==> config.mk <==
export PLATFORM = sky130hd
export DESIGN_NAME = dual_esc_pulse_controller_top_flat
export DESIGN_NICKNAME = d
export VERILOG_FILES = /design/src/rtl/desc_pkg.sv /design/src/rtl/desc_if.sv /design/src/rtl/dual_esc_pulse_controller_top.sv /design/src/rtl/desc_front.sv /design/src/rtl/desc_queue.sv /design/src/rtl/desc_back.sv /design/src/flat_wrapper.sv
export SDC_FILE = /design/constraint.sdc
export NUM_CORES = 1
export LEC_CHECK = 0
export BUFFER_PORTS_ARGS = -buffer_cell sky130_fd_sc_hd__buf_2
export CAP_MARGIN = 5
export CORE_MARGIN = 1
export CORE_UTILIZATION = 50
export DETAILED_ROUTE_END_ITERATION = 10
export GPL_TIMING_DRIVEN = 1
export PLACE_DENSITY = 0.67
export SYNTH_ARGS = -nofsm -noshare
export SYNTH_HDL_FRONTEND = slang
export SYNTH_SLANG_ARGS = --single-unit
==> constraint.sdc <==
create_clock -name i_clk -period 10.18 [get_ports i_clk]
set_input_delay 2.036 -clock i_clk [delete_from_list [all_inputs] [get_ports i_clk]]
set_output_delay 2.036 -clock i_clk [all_outputs]
set_load 0.1 [all_outputs]
==> src/rtl/desc_pkg.sv <==
`timescale 1ns / 1ps
// ----------------------------------------------------------------------------
// desc_pkg
// Shared types, register codes, address map and identification ROM of the
// dual pulse controller.
// ----------------------------------------------------------------------------
package desc_pkg;

    localparam int QUEUE_DEPTH = 2;

    localparam logic [15:0] PWM_PERIOD_RST  = 16'd2000;
    localparam logic [7:0]  STOP_CMD_RST    = 8'd151;
    localparam logic [7:0]  LOW_LIMIT_RST   = 8'd111;
    localparam logic [7:0]  HIGH_LIMIT_RST  = 8'd191;
    localparam logic [7:0]  WDOG_RELOAD_RST = 8'd3;

    localparam logic [7:0]  VERSION_BYTE = 8'h01;
    localparam logic [8:0]  ADDR_CMD0    = 9'h000;
    localparam logic [8:0]  ADDR_CMD1    = 9'h001;
    localparam logic [8:0]  ADDR_WDOG    = 9'h002;
    localparam logic [8:0]  ADDR_EN0     = 9'h010;
    localparam logic [8:0]  ADDR_EN1     = 9'h011;
    localparam logic [8:0]  ADDR_VERSION = 9'h0C0;
    localparam logic [4:0]  ADDR_ROM_HI  = 5'h0F;

    typedef enum logic [2:0] {
        CMD_START = 3'd0,
        CMD_WRITE = 3'd1,
        CMD_READ  = 3'd2,
        CMD_WDOG  = 3'd3,
        CMD_PWM   = 3'd4
    } t_cmd;

    typedef enum logic [1:0] {
        CFG_PWM_PERIOD = 2'd0,
        CFG_STOP_CMD   = 2'd1,
        CFG_LOW_LIMIT  = 2'd2,
        CFG_HIGH_LIMIT = 2'd3
    } t_cfg_reg;

    typedef enum logic [2:0] {
        K_NONE,
        K_SETPTR,
        K_WRITE,
        K_READ,
        K_WDOG,
        K_PWM
    } t_kind;

    typedef struct packed {
        t_kind      kind;
        logic [8:0] addr;
        logic [7:0] data;
    } t_task;

    function automatic logic [7:0] id_rom(input logic [3:0] idx);
        logic [7:0] v;
        case (idx)
            4'h0: v = 8'h50;
            4'h1: v = 8'h49;
            4'h2: v = 8'h43;
            4'h3: v = 8'h5F;
            4'h4: v = 8'h54;
            4'h5: v = 8'h48;
            4'h6: v = 8'h52;
            4'h7: v = 8'h55;
            4'h8: v = 8'h53;
            4'h9: v = 8'h54;
            4'hA: v = 8'h45;
            4'hB: v = 8'h52;
            4'hC: v = 8'h20;
            4'hD: v = 8'h76;
            4'hE: v = 8'h31;
            default: v = 8'h00;
        endcase
        return v;
    endfunction

endpackage

==> src/rtl/desc_if.sv <==
`timescale 1ns / 1ps
// ----------------------------------------------------------------------------
// desc_if
// Request, result and register-write channels of the dual pulse controller.
// ----------------------------------------------------------------------------
interface desc_item_if;
    logic       valid;
    logic       ready;
    logic [2:0] cmd;
    logic [7:0] write_byte;
    modport source (output valid, output cmd, output write_byte, input ready);
    modport sink   (input valid, input cmd, input write_byte, output ready);
endinterface

interface desc_result_if;
    logic       valid;
    logic       ready;
    logic [7:0] rd_data;
    logic       esc_one_level;
    logic       esc_two_level;
    logic       led_level;
    modport source (output valid, output rd_data, output esc_one_level,
                    output esc_two_level, output led_level, input ready);
    modport sink   (input valid, input rd_data, input esc_one_level,
                    input esc_two_level, input led_level, output ready);
endinterface

interface desc_cfg_if;
    logic        valid;
    logic        ready;
    logic [1:0]  index;
    logic [15:0] data;
    modport source (output valid, output index, output data, input ready);
    modport sink   (input valid, input index, input data, output ready);
endinterface

==> src/rtl/dual_esc_pulse_controller_top.sv <==
`timescale 1ns / 1ps
// ----------------------------------------------------------------------------
// dual_esc_pulse_controller_top
// Two-channel pulse generator behind a byte-bus register map with watchdog.
// ----------------------------------------------------------------------------
// Every accepted request (transfer start, byte write, byte read, watchdog
// tick or PWM tick) returns exactly one result, in order. One request is
// taken per clock cycle at a sustained rate while results are taken. Each
// request enters the queue and, once popped while the result register is free
// or being emptied, has its result registered. The decode side updates the
// register pointer and byte count, a small queue decouples it from the
// execution side, which updates the register map, watchdog and pulse counters
// and holds the result register. Register writes take effect at once; the user
// makes them while no request is in flight; the block does not enforce it.
module dual_esc_pulse_controller_top #(
    parameter int QUEUE_DEPTH = desc_pkg::QUEUE_DEPTH
) (
    input  logic          i_clk,
    input  logic          i_rst_n,
    desc_item_if.sink     i_item,
    desc_cfg_if.sink      i_cfg,
    desc_result_if.source o_result
);

    logic            w_push;
    logic            w_pop;
    logic            w_full;
    logic            w_valid;
    desc_pkg::t_task w_front_task;
    desc_pkg::t_task w_back_task;

    desc_front u_front (
        .i_clk   (i_clk),
        .i_rst_n (i_rst_n),
        .i_item  (i_item),
        .i_full  (w_full),
        .o_push  (w_push),
        .o_task  (w_front_task)
    );

    desc_queue #(
        .DEPTH (QUEUE_DEPTH)
    ) u_queue (
        .i_clk   (i_clk),
        .i_rst_n (i_rst_n),
        .i_push  (w_push),
        .i_task  (w_front_task),
        .i_pop   (w_pop),
        .o_full  (w_full),
        .o_valid (w_valid),
        .o_task  (w_back_task)
    );

    desc_back u_back (
        .i_clk    (i_clk),
        .i_rst_n  (i_rst_n),
        .i_valid  (w_valid),
        .i_task   (w_back_task),
        .o_pop    (w_pop),
        .i_cfg    (i_cfg),
        .o_result (o_result)
    );

endmodule

==> src/rtl/desc_front.sv <==
`timescale 1ns / 1ps
// ----------------------------------------------------------------------------
// desc_front
// Accepts bus events, tracks register pointer and byte count, and turns each
// request into a decoded task for the execution side.
// ----------------------------------------------------------------------------
module desc_front (
    input  logic               i_clk,
    input  logic               i_rst_n,
    desc_item_if.sink          i_item,
    input  logic               i_full,
    output logic               o_push,
    output desc_pkg::t_task    o_task
);

    logic [7:0] r_pointer;
    logic [7:0] r_count;
    logic [7:0] n_pointer;
    logic [7:0] n_count;

    assign i_item.ready = !i_full;
    assign o_push       = i_item.valid && !i_full;

    always_comb begin
        n_pointer   = r_pointer;
        n_count     = r_count;
        o_task.kind = desc_pkg::K_NONE;
        o_task.addr = {1'b0, r_pointer} + {1'b0, r_count};
        o_task.data = i_item.write_byte;
        case (i_item.cmd)
            desc_pkg::CMD_START: begin
                n_count = 8'd0;
            end
            desc_pkg::CMD_WRITE: begin
                if (r_count == 8'd0) begin
                    n_pointer   = i_item.write_byte;
                    o_task.kind = desc_pkg::K_SETPTR;
                end else begin
                    o_task.kind = desc_pkg::K_WRITE;
                    o_task.addr = {1'b0, r_pointer} + {1'b0, r_count} - 9'd1;
                end
                n_count = r_count + 8'd1;
            end
            desc_pkg::CMD_READ: begin
                o_task.kind = desc_pkg::K_READ;
                n_count     = r_count + 8'd1;
            end
            desc_pkg::CMD_WDOG: o_task.kind = desc_pkg::K_WDOG;
            desc_pkg::CMD_PWM:  o_task.kind = desc_pkg::K_PWM;
            default:            o_task.kind = desc_pkg::K_NONE;
        endcase
    end

    always_ff @(posedge i_clk) begin
        if (!i_rst_n) begin
            r_pointer <= 8'd0;
            r_count   <= 8'd0;
        end else if (o_push) begin
            r_pointer <= n_pointer;
            r_count   <= n_count;
        end
    end

endmodule

==> src/rtl/desc_queue.sv <==
`timescale 1ns / 1ps
// ----------------------------------------------------------------------------
// desc_queue
// Small task queue between the decode side and the execution side.
// ----------------------------------------------------------------------------
module desc_queue #(
    parameter int DEPTH = desc_pkg::QUEUE_DEPTH
) (
    input  logic            i_clk,
    input  logic            i_rst_n,
    input  logic            i_push,
    input  desc_pkg::t_task i_task,
    input  logic            i_pop,
    output logic            o_full,
    output logic            o_valid,
    output desc_pkg::t_task o_task
);

    localparam int PW = (DEPTH > 1) ? $clog2(DEPTH) : 1;
    localparam int CW = $clog2(DEPTH + 1);

    desc_pkg::t_task r_mem [DEPTH];
    logic [PW-1:0]   r_wr_ptr;
    logic [PW-1:0]   r_rd_ptr;
    logic [CW-1:0]   r_count;
    logic            w_push;
    logic            w_pop;

    assign o_full  = (r_count == CW'(DEPTH));
    assign o_valid = (r_count != '0);
    assign o_task  = r_mem[r_rd_ptr];
    assign w_push  = i_push && !o_full;
    assign w_pop   = i_pop && o_valid;

    always_ff @(posedge i_clk) begin
        if (w_push) begin
            r_mem[r_wr_ptr] <= i_task;
        end
    end

    always_ff @(posedge i_clk) begin
        if (!i_rst_n) begin
            r_wr_ptr <= '0;
            r_rd_ptr <= '0;
            r_count  <= '0;
        end else begin
            if (w_push) begin
                r_wr_ptr <= (r_wr_ptr == PW'(DEPTH - 1)) ? '0 : r_wr_ptr + PW'(1);
            end
            if (w_pop) begin
                r_rd_ptr <= (r_rd_ptr == PW'(DEPTH - 1)) ? '0 : r_rd_ptr + PW'(1);
            end
            if (w_push && !w_pop) begin
                r_count <= r_count + CW'(1);
            end else if (w_pop && !w_push) begin
                r_count <= r_count - CW'(1);
            end
        end
    end

`ifndef SYNTHESIS
    a_count_bound: assert property (@(posedge i_clk) disable iff (!i_rst_n)
        r_count <= CW'(DEPTH))
        else $error("queue count exceeds depth");
    a_count_track: assert property (@(posedge i_clk) disable iff (!i_rst_n)
        (w_push && !w_pop) |=> r_count == $past(r_count) + CW'(1))
        else $error("queue count lost a request");
`endif

endmodule

==> src/rtl/desc_back.sv <==
`timescale 1ns / 1ps
// ----------------------------------------------------------------------------
// desc_back
// Executes decoded tasks on the register map, watchdog and pulse counters,
// and holds the result register.
// ----------------------------------------------------------------------------
module desc_back (
    input  logic            i_clk,
    input  logic            i_rst_n,
    input  logic            i_valid,
    input  desc_pkg::t_task i_task,
    output logic            o_pop,
    desc_cfg_if.sink        i_cfg,
    desc_result_if.source   o_result
);

    logic [15:0] r_pwm_period;
    logic [7:0]  r_stop_cmd;
    logic [7:0]  r_low_limit;
    logic [7:0]  r_high_limit;

    logic [7:0]  r_cmd       [2];
    logic [7:0]  r_pulse_rem [2];
    logic        r_enable    [2];
    logic        r_level     [2];
    logic [15:0] r_period_rem;
    logic [7:0]  r_wd_reload;
    logic [7:0]  r_wd_rem;

    logic [7:0]  n_cmd       [2];
    logic [7:0]  n_pulse_rem [2];
    logic        n_enable    [2];
    logic        n_level     [2];
    logic [15:0] n_period_rem;
    logic [7:0]  n_wd_reload;
    logic [7:0]  n_wd_rem;
    logic [7:0]  n_rd;
    logic        n_led;
    logic        w_ok;

    logic        r_out_valid;
    logic [7:0]  r_rd;
    logic        r_out_level [2];
    logic        r_led;

    assign o_pop = i_valid && (!r_out_valid || o_result.ready);
    assign w_ok  = (i_task.data > r_low_limit) && (i_task.data < r_high_limit);

    assign i_cfg.ready = 1'b1;

    always_comb begin
        n_cmd        = r_cmd;
        n_pulse_rem  = r_pulse_rem;
        n_enable     = r_enable;
        n_level      = r_level;
        n_period_rem = r_period_rem;
        n_wd_reload  = r_wd_reload;
        n_wd_rem     = r_wd_rem;
        n_rd         = 8'd0;
        case (i_task.kind)
            desc_pkg::K_SETPTR: begin
                n_wd_rem = r_wd_reload;
            end
            desc_pkg::K_WRITE: begin
                case (i_task.addr)
                    desc_pkg::ADDR_CMD0: if (w_ok) n_cmd[0] = i_task.data;
                    desc_pkg::ADDR_CMD1: if (w_ok) n_cmd[1] = i_task.data;
                    desc_pkg::ADDR_WDOG: n_wd_reload = i_task.data;
                    desc_pkg::ADDR_EN0:  n_enable[0] = (i_task.data == 8'd1);
                    desc_pkg::ADDR_EN1:  n_enable[1] = (i_task.data == 8'd1);
                    default:             n_wd_reload = r_wd_reload;
                endcase
                n_wd_rem = n_wd_reload;
            end
            desc_pkg::K_READ: begin
                case (i_task.addr)
                    desc_pkg::ADDR_CMD0:    n_rd = r_cmd[0];
                    desc_pkg::ADDR_CMD1:    n_rd = r_cmd[1];
                    desc_pkg::ADDR_WDOG:    n_rd = r_wd_reload;
                    desc_pkg::ADDR_EN0:     n_rd = {7'd0, r_enable[0]};
                    desc_pkg::ADDR_EN1:     n_rd = {7'd0, r_enable[1]};
                    desc_pkg::ADDR_VERSION: n_rd = desc_pkg::VERSION_BYTE;
                    default: begin
                        if (i_task.addr[8:4] == desc_pkg::ADDR_ROM_HI) begin
                            n_rd = desc_pkg::id_rom(i_task.addr[3:0]);
                        end
                    end
                endcase
            end
            desc_pkg::K_WDOG: begin
                if (r_wd_rem != 8'd0) begin
                    n_wd_rem = r_wd_rem - 8'd1;
                end else begin
                    n_cmd[0] = r_stop_cmd;
                    n_cmd[1] = r_stop_cmd;
                end
            end
            desc_pkg::K_PWM: begin
                if (r_period_rem == 16'd0) begin
                    n_period_rem = r_pwm_period;
                    for (int c = 0; c < 2; c++) begin
                        if (r_enable[c]) n_level[c] = 1'b1;
                        n_pulse_rem[c] = r_cmd[c];
                    end
                end else begin
                    n_period_rem = r_period_rem - 16'd1;
                    for (int c = 0; c < 2; c++) begin
                        if (r_pulse_rem[c] == 8'd0) n_level[c] = 1'b0;
                        else n_pulse_rem[c] = r_pulse_rem[c] - 8'd1;
                    end
                end
            end
            default: n_rd = 8'd0;
        endcase
        n_led = (n_cmd[0] != r_stop_cmd) || (n_cmd[1] != r_stop_cmd);
    end

    always_ff @(posedge i_clk) begin
        if (!i_rst_n) begin
            r_pwm_period <= desc_pkg::PWM_PERIOD_RST;
            r_stop_cmd   <= desc_pkg::STOP_CMD_RST;
            r_low_limit  <= desc_pkg::LOW_LIMIT_RST;
            r_high_limit <= desc_pkg::HIGH_LIMIT_RST;
        end else if (i_cfg.valid) begin
            case (i_cfg.index)
                desc_pkg::CFG_PWM_PERIOD: r_pwm_period <= i_cfg.data;
                desc_pkg::CFG_STOP_CMD:   r_stop_cmd   <= i_cfg.data[7:0];
                desc_pkg::CFG_LOW_LIMIT:  r_low_limit  <= i_cfg.data[7:0];
                desc_pkg::CFG_HIGH_LIMIT: r_high_limit <= i_cfg.data[7:0];
                default:                  r_pwm_period <= r_pwm_period;
            endcase
        end
    end

    always_ff @(posedge i_clk) begin
        if (!i_rst_n) begin
            for (int c = 0; c < 2; c++) begin
                r_cmd[c]       <= desc_pkg::STOP_CMD_RST;
                r_pulse_rem[c] <= 8'd0;
                r_enable[c]    <= 1'b1;
                r_level[c]     <= 1'b0;
            end
            r_period_rem <= desc_pkg::PWM_PERIOD_RST;
            r_wd_reload  <= desc_pkg::WDOG_RELOAD_RST;
            r_wd_rem     <= desc_pkg::WDOG_RELOAD_RST;
        end else if (o_pop) begin
            r_cmd        <= n_cmd;
            r_pulse_rem  <= n_pulse_rem;
            r_enable     <= n_enable;
            r_level      <= n_level;
            r_period_rem <= n_period_rem;
            r_wd_reload  <= n_wd_reload;
            r_wd_rem     <= n_wd_rem;
        end
    end

    always_ff @(posedge i_clk) begin
        if (!i_rst_n) begin
            r_out_valid <= 1'b0;
        end else if (o_pop) begin
            r_out_valid <= 1'b1;
        end else if (o_result.ready) begin
            r_out_valid <= 1'b0;
        end
    end

    always_ff @(posedge i_clk) begin
        if (o_pop) begin
            r_rd        <= n_rd;
            r_out_level <= n_level;
            r_led       <= n_led;
        end
    end

    assign o_result.valid         = r_out_valid;
    assign o_result.rd_data       = r_rd;
    assign o_result.esc_one_level = r_out_level[0];
    assign o_result.esc_two_level = r_out_level[1];
    assign o_result.led_level     = r_led;

`ifndef SYNTHESIS
    a_wdog_expiry: assert property (@(posedge i_clk) disable iff (!i_rst_n)
        (o_pop && i_task.kind == desc_pkg::K_WDOG && r_wd_rem == 8'd0)
        |=> (r_cmd[0] == $past(r_stop_cmd) && r_cmd[1] == $past(r_stop_cmd)))
        else $error("watchdog expiry did not force stop");
    a_read_zero: assert property (@(posedge i_clk) disable iff (!i_rst_n)
        (o_pop && i_task.kind != desc_pkg::K_READ) |=> r_rd == 8'd0)
        else $error("nonzero read data on a non-read request");
    a_led_match: assert property (@(posedge i_clk) disable iff (!i_rst_n)
        o_pop |=> r_led == ((r_cmd[0] != r_stop_cmd) || (r_cmd[1] != r_stop_cmd)))
        else $error("led disagrees with pulse commands");
`endif

endmodule
==> src/flat_wrapper.sv <==
// flat-port wrapper written by rule: the top's interface ports become plain ports
module dual_esc_pulse_controller_top_flat 
#(
    parameter int QUEUE_DEPTH = desc_pkg::QUEUE_DEPTH
)
  (i_clk, i_rst_n, i_item_valid, i_item_cmd, i_item_write_byte, i_item_ready, i_cfg_valid, i_cfg_index, i_cfg_data, i_cfg_ready, o_result_valid, o_result_rd_data, o_result_esc_one_level, o_result_esc_two_level, o_result_led_level, o_result_ready);
  desc_item_if i_item_i ();
  desc_cfg_if i_cfg_i ();
  desc_result_if o_result_i ();
  input  logic i_clk;
  input  logic i_rst_n;
  input wire logic [$bits(i_item_i.valid)-1:0] i_item_valid;
  input wire logic [$bits(i_item_i.cmd)-1:0] i_item_cmd;
  input wire logic [$bits(i_item_i.write_byte)-1:0] i_item_write_byte;
  output wire logic [$bits(i_item_i.ready)-1:0] i_item_ready;
  input wire logic [$bits(i_cfg_i.valid)-1:0] i_cfg_valid;
  input wire logic [$bits(i_cfg_i.index)-1:0] i_cfg_index;
  input wire logic [$bits(i_cfg_i.data)-1:0] i_cfg_data;
  output wire logic [$bits(i_cfg_i.ready)-1:0] i_cfg_ready;
  output wire logic [$bits(o_result_i.valid)-1:0] o_result_valid;
  output wire logic [$bits(o_result_i.rd_data)-1:0] o_result_rd_data;
  output wire logic [$bits(o_result_i.esc_one_level)-1:0] o_result_esc_one_level;
  output wire logic [$bits(o_result_i.esc_two_level)-1:0] o_result_esc_two_level;
  output wire logic [$bits(o_result_i.led_level)-1:0] o_result_led_level;
  input wire logic [$bits(o_result_i.ready)-1:0] o_result_ready;
  assign i_item_i.valid = i_item_valid;
  assign i_item_i.cmd = i_item_cmd;
  assign i_item_i.write_byte = i_item_write_byte;
  assign i_item_ready = i_item_i.ready;
  assign i_cfg_i.valid = i_cfg_valid;
  assign i_cfg_i.index = i_cfg_index;
  assign i_cfg_i.data = i_cfg_data;
  assign i_cfg_ready = i_cfg_i.ready;
  assign o_result_valid = o_result_i.valid;
  assign o_result_rd_data = o_result_i.rd_data;
  assign o_result_esc_one_level = o_result_i.esc_one_level;
  assign o_result_esc_two_level = o_result_i.esc_two_level;
  assign o_result_led_level = o_result_i.led_level;
  assign o_result_i.ready = o_result_ready;
  dual_esc_pulse_controller_top #(.QUEUE_DEPTH(QUEUE_DEPTH)) u_core (.i_clk(i_clk), .i_rst_n(i_rst_n), .i_item(i_item_i), .i_cfg(i_cfg_i), .o_result(o_result_i));
endmodule
==> results.yml <==
worst_setup_path:
  cp_slowest_stage_delay_ns: 0.53
  timing.critical_path.to_type: "flip-flop"
  timing.critical_path.slowest_stage_cell: "a311oi_1"
  worst_path_dominant_cell_family: "compound AO/OA/AOI/OAI gates"
  cp_num_buf_inv: 2
  cp_max_fo: 37
  crit_type: "flip-flop to flip-flop"
  critPathRequiredTime_ns: 10.35
  start_kind: "flip-flop"
  worstPathCellList: "buf_4, mux2i_1, inv_1, ha_1, nand4_1, o21ai_0, a311oi_1, o2111ai_1, and3_2, a211o_2, or3_1, a22oi_1, nand4_1"
  critical_path_arrival_ns: 4.72
  crit_path_frequent_cell: "nand4_1"
route:
  post_detailed_route_wirelength_per_cell_um: 17.2
  count_of_nets_left_with_antenna_violations_after_detail_routing: 0
  drtPass1Iterations: 8
  drt-initial-drc-count: 771
  drt_drc_violations_left: 0
  wl_um: 23700
  dr_total_vias: 8079
  post_drt_via_cell_ratio: 5.86
flow_run:
  max_cap_viol_count: 0
logic_synthesis:
  postSynth.asyncResetShare_pct: 0
  yosys_register_bits: 181
  dominantRegCellSynth: "dfxtp_1"
  synth_fp_nets: 1188
  synth-edff-count: 51
  synthesis.area_per_instance_um2: 8.66
  netlist-cell-type-count: 84
  warning_count_from_the_yosys_run: 0
  mappedNetlistArea_um2: 9640
  post_synth_inst_count: 1113
  synth_seq_area_share_pct: 42.9
global_routing:
  grt_start_max_net_pins: 69
  grt_util_all_layers_pct: 24.7
  antenna_found_initial: 0
  grt_first_pass_wirelength_um: 38600
  grt_remaining_overflow: 0
  vias_in_the_first_global_route: 7439
floorplan:
  die_boundary_width_um: 141
  core_region_area_um2: 18800
  io_pins: 48
  floorplan.die_area_um2: 19800
  die_extent_in_y_um: 141
  initial_utilization_pct: 51.3
  placementRows: 50
place:
  detailedPlacementHpwl_um: 16900
  routabilityCongestion: 0.857
  post-place-ws_ns: 5.43
  buffer_ports.inserted: 46
sta:
  timing_worst_slew_pin_value_ns: 1.04
  timing.final.setup_violations: 0
  final_hold_viol_count: 0
  worst_slew_margin_rel_pct: 30.2
  final.setup.worst_slack_ns: 5.63
  maxSlewViolCount: 0
  setup_tns_ns: 0
  final.min_clock_period_ns: 4.55
  skew_ns: 0.0134
  grt_setup_unrepaired: "false"
  max_freq_ghz: 0.220
  min_period_over_period_pct: 44.7
clock_network:
  clkLatencyLatePin_ns: 0.44
  cts_hold_buf: 0
  tritoncts: "yes"
  clk_pin_slew_ns: 0.08
  total_cts_buffers: 17
  clk_path_buf_depth: 2
  cts_post_setup_buffers_inserted: 0
  count_of_clock_tree_sinks: 181
  cts_htree_levels: 4
  root_buffer: "clkbuf_16"
  cts.repair.resized: 0
cells_and_area:
  fill_cells: 1738
  n_antenna_cell: 0
  area_added_between_synthesis_and_finish_pct: 9.83
  postLayoutCoreUtil_pct: 56.4
  finish.net_count: 1207
  drive_gt1_share_pct: 12.0
  multi_input_area_um2: 5050
  final-seq-area_um2: 4130
power:
  swShare_pct: 39.2
  power.switching_mw: 0.913
  comb_power_share_pct: 31.6
  p_leak_nw: 4.19
  p_per_area_nw_per_um2: 220
  seq_power_share_pct: 40.5
  clkPwrFrac_pct: 27.9
  p_int_mw: 1.42
  worst_ir_drop_vdd_mv: 0.225
hold_path:
  min-delay-path-class: "flip-flop to flip-flop"
run_status:
  status: "complete, no violations"
## worst reg2reg max path, cell delays in order (launching register included)
cell and delay, ns:
dfxtp_1 0.31, buf_4 0.33, mux2i_1 0.47, inv_1 0.21, ha_1 0.36, nand4_1 0.13, o21ai_0 0.11, a311oi_1 0.54
o2111ai_1 0.50, and3_2 0.39, a211o_2 0.32, or3_1 0.31, a22oi_1 0.22, nand4_1 0.10
## routing by layer
layer  vias to the layer above  track usage (%)  wire [µm]
li1                       4032                -          -
met1                      3813             35.6      11600
met2                       206             37.8      10500
met3                        28             4.42       1350
met4                         0             6.92        319
met5                         -                0          0
## flip-flops by register name, summed over array words and instances (netlist names), 2 cells and up, named ones only
signal                          count
u_core.u_back.r_pulse_rem          16
u_core.u_back.r_stop_cmd            8
u_core.u_back.r_pwm_period         16
u_core.u_back.r_enable              2
u_core.u_back.r_level               2
u_core.u_back.r_wd_rem              8
u_core.u_queue.r_count              2
u_core.u_back.r_wd_reload           8
u_core.u_back.r_cmd                16
u_core.u_front.r_count              8
u_core.u_front.r_pointer            8
u_core.u_queue.r_mem               40
u_core.u_back.o_result.rd_data      8
u_core.u_back.r_low_limit           8
u_core.u_back.r_period_rem         16
u_core.u_back.r_high_limit          8
## power by group through the flow
| stage | clock network, mW | logic (mW) | registers (mW) |
|---|---|---|---|
| floorplan | 0 | 0.459 | 1.05 |
| global placement | 0 | 0.718 | 0.956 |
| detailed placement | 0 | 0.728 | 0.956 |
| CTS | 0.659 | 0.731 | 0.939 |
| global route | 0.689 | 0.804 | 0.952 |
| finish | 0.649 | 0.736 | 0.943 |
## metrics by stage
| step | cells | hold WS (ns) | power [mW] | instance area [µm²] |
|---|---|---|---|---|
| floorplan | 1113 | 0.433 | 1.51 | 9640 |
| global placement | 1346 | 0.444 | 1.67 | 9990 |
| detailed placement | 1346 | 0.452 | 1.68 | 9990 |
| CTS | 1378 | 0.463 | 2.33 | 10600 |
| global route | 1379 | 0.486 | 2.45 | 10600 |
| finish | 1379 | 0.461 | 2.33 | 10600 |
## cell type report
| cell class | instances | area share [%] |
|---|---|---|
| clock buffers | 17 | 4.02 |
| clock inverters | 15 | 1.50 |
| inverters | 51 | 1.81 |
| multi-input cells | 822 | 47.8 |
| flip-flops and latches | 181 | 39.1 |
| well taps | 234 | 2.77 |
| repair buffers | 59 | 3.07 |
## cell families after synthesis
| logic type | after synthesis | synth area share, % |
|---|---|---|
| compound gates | 267 | 18.7 |
| xor+xnor | 32 | 2.91 |
| fa+ha+maj | 41 | 5.40 |
| buf+inv | 110 | 4.88 |
| flops | 181 | 42.9 |
| mux | 26 | 2.96 |
| other cells | 1 | 0.0389 |
| simple gates | 455 | 22.2 |
## cell usage in the layout, fill, tap and decap left out, drive strengths merged, types with 17 or more instances in the layout
master / n
ha: 40
a21oi: 78
nor3: 35
edfxtp: 51
xnor2: 18
inv: 58
o211ai: 20
nand3: 41
nor2: 121
dfxtp: 130
clkbuf: 17
o21ai: 48
nand2: 149
and3: 21
buf: 59
## worst paths after layout
kind                                           end  depth (start not counted)  slack, ns                         start
setup / recovery  u_core.u_back.o_result.led_level                         13       5.63                     flip-flop
hold / removal        u_core.u_back.r_low_limit[4]                          2       0.46  u_core.u_back.r_low_limit[4]
setup reg to reg  u_core.u_back.o_result.led_level                         13       5.63                     flip-flop
hold reg to reg       u_core.u_back.r_low_limit[4]                          2       0.46  u_core.u_back.r_low_limit[4]
## cells in the mapped netlist (17+ instances only)
cell	instances	area, µm²
ha_1	40	500
o21ai_0	47	235
dfxtp_1	130	2600
nand2_1	149	559
nand3_1	41	205
clkbuf_1	50	188
xnor2_1	18	158
a21oi_1	78	390
nor2_1	121	454
edfxtp_1	51	1530
and3_1	17	106
inv_1	50	188
nor3_1	35	175
o211ai_1	20	150
(Power assumes the default switching activity.)
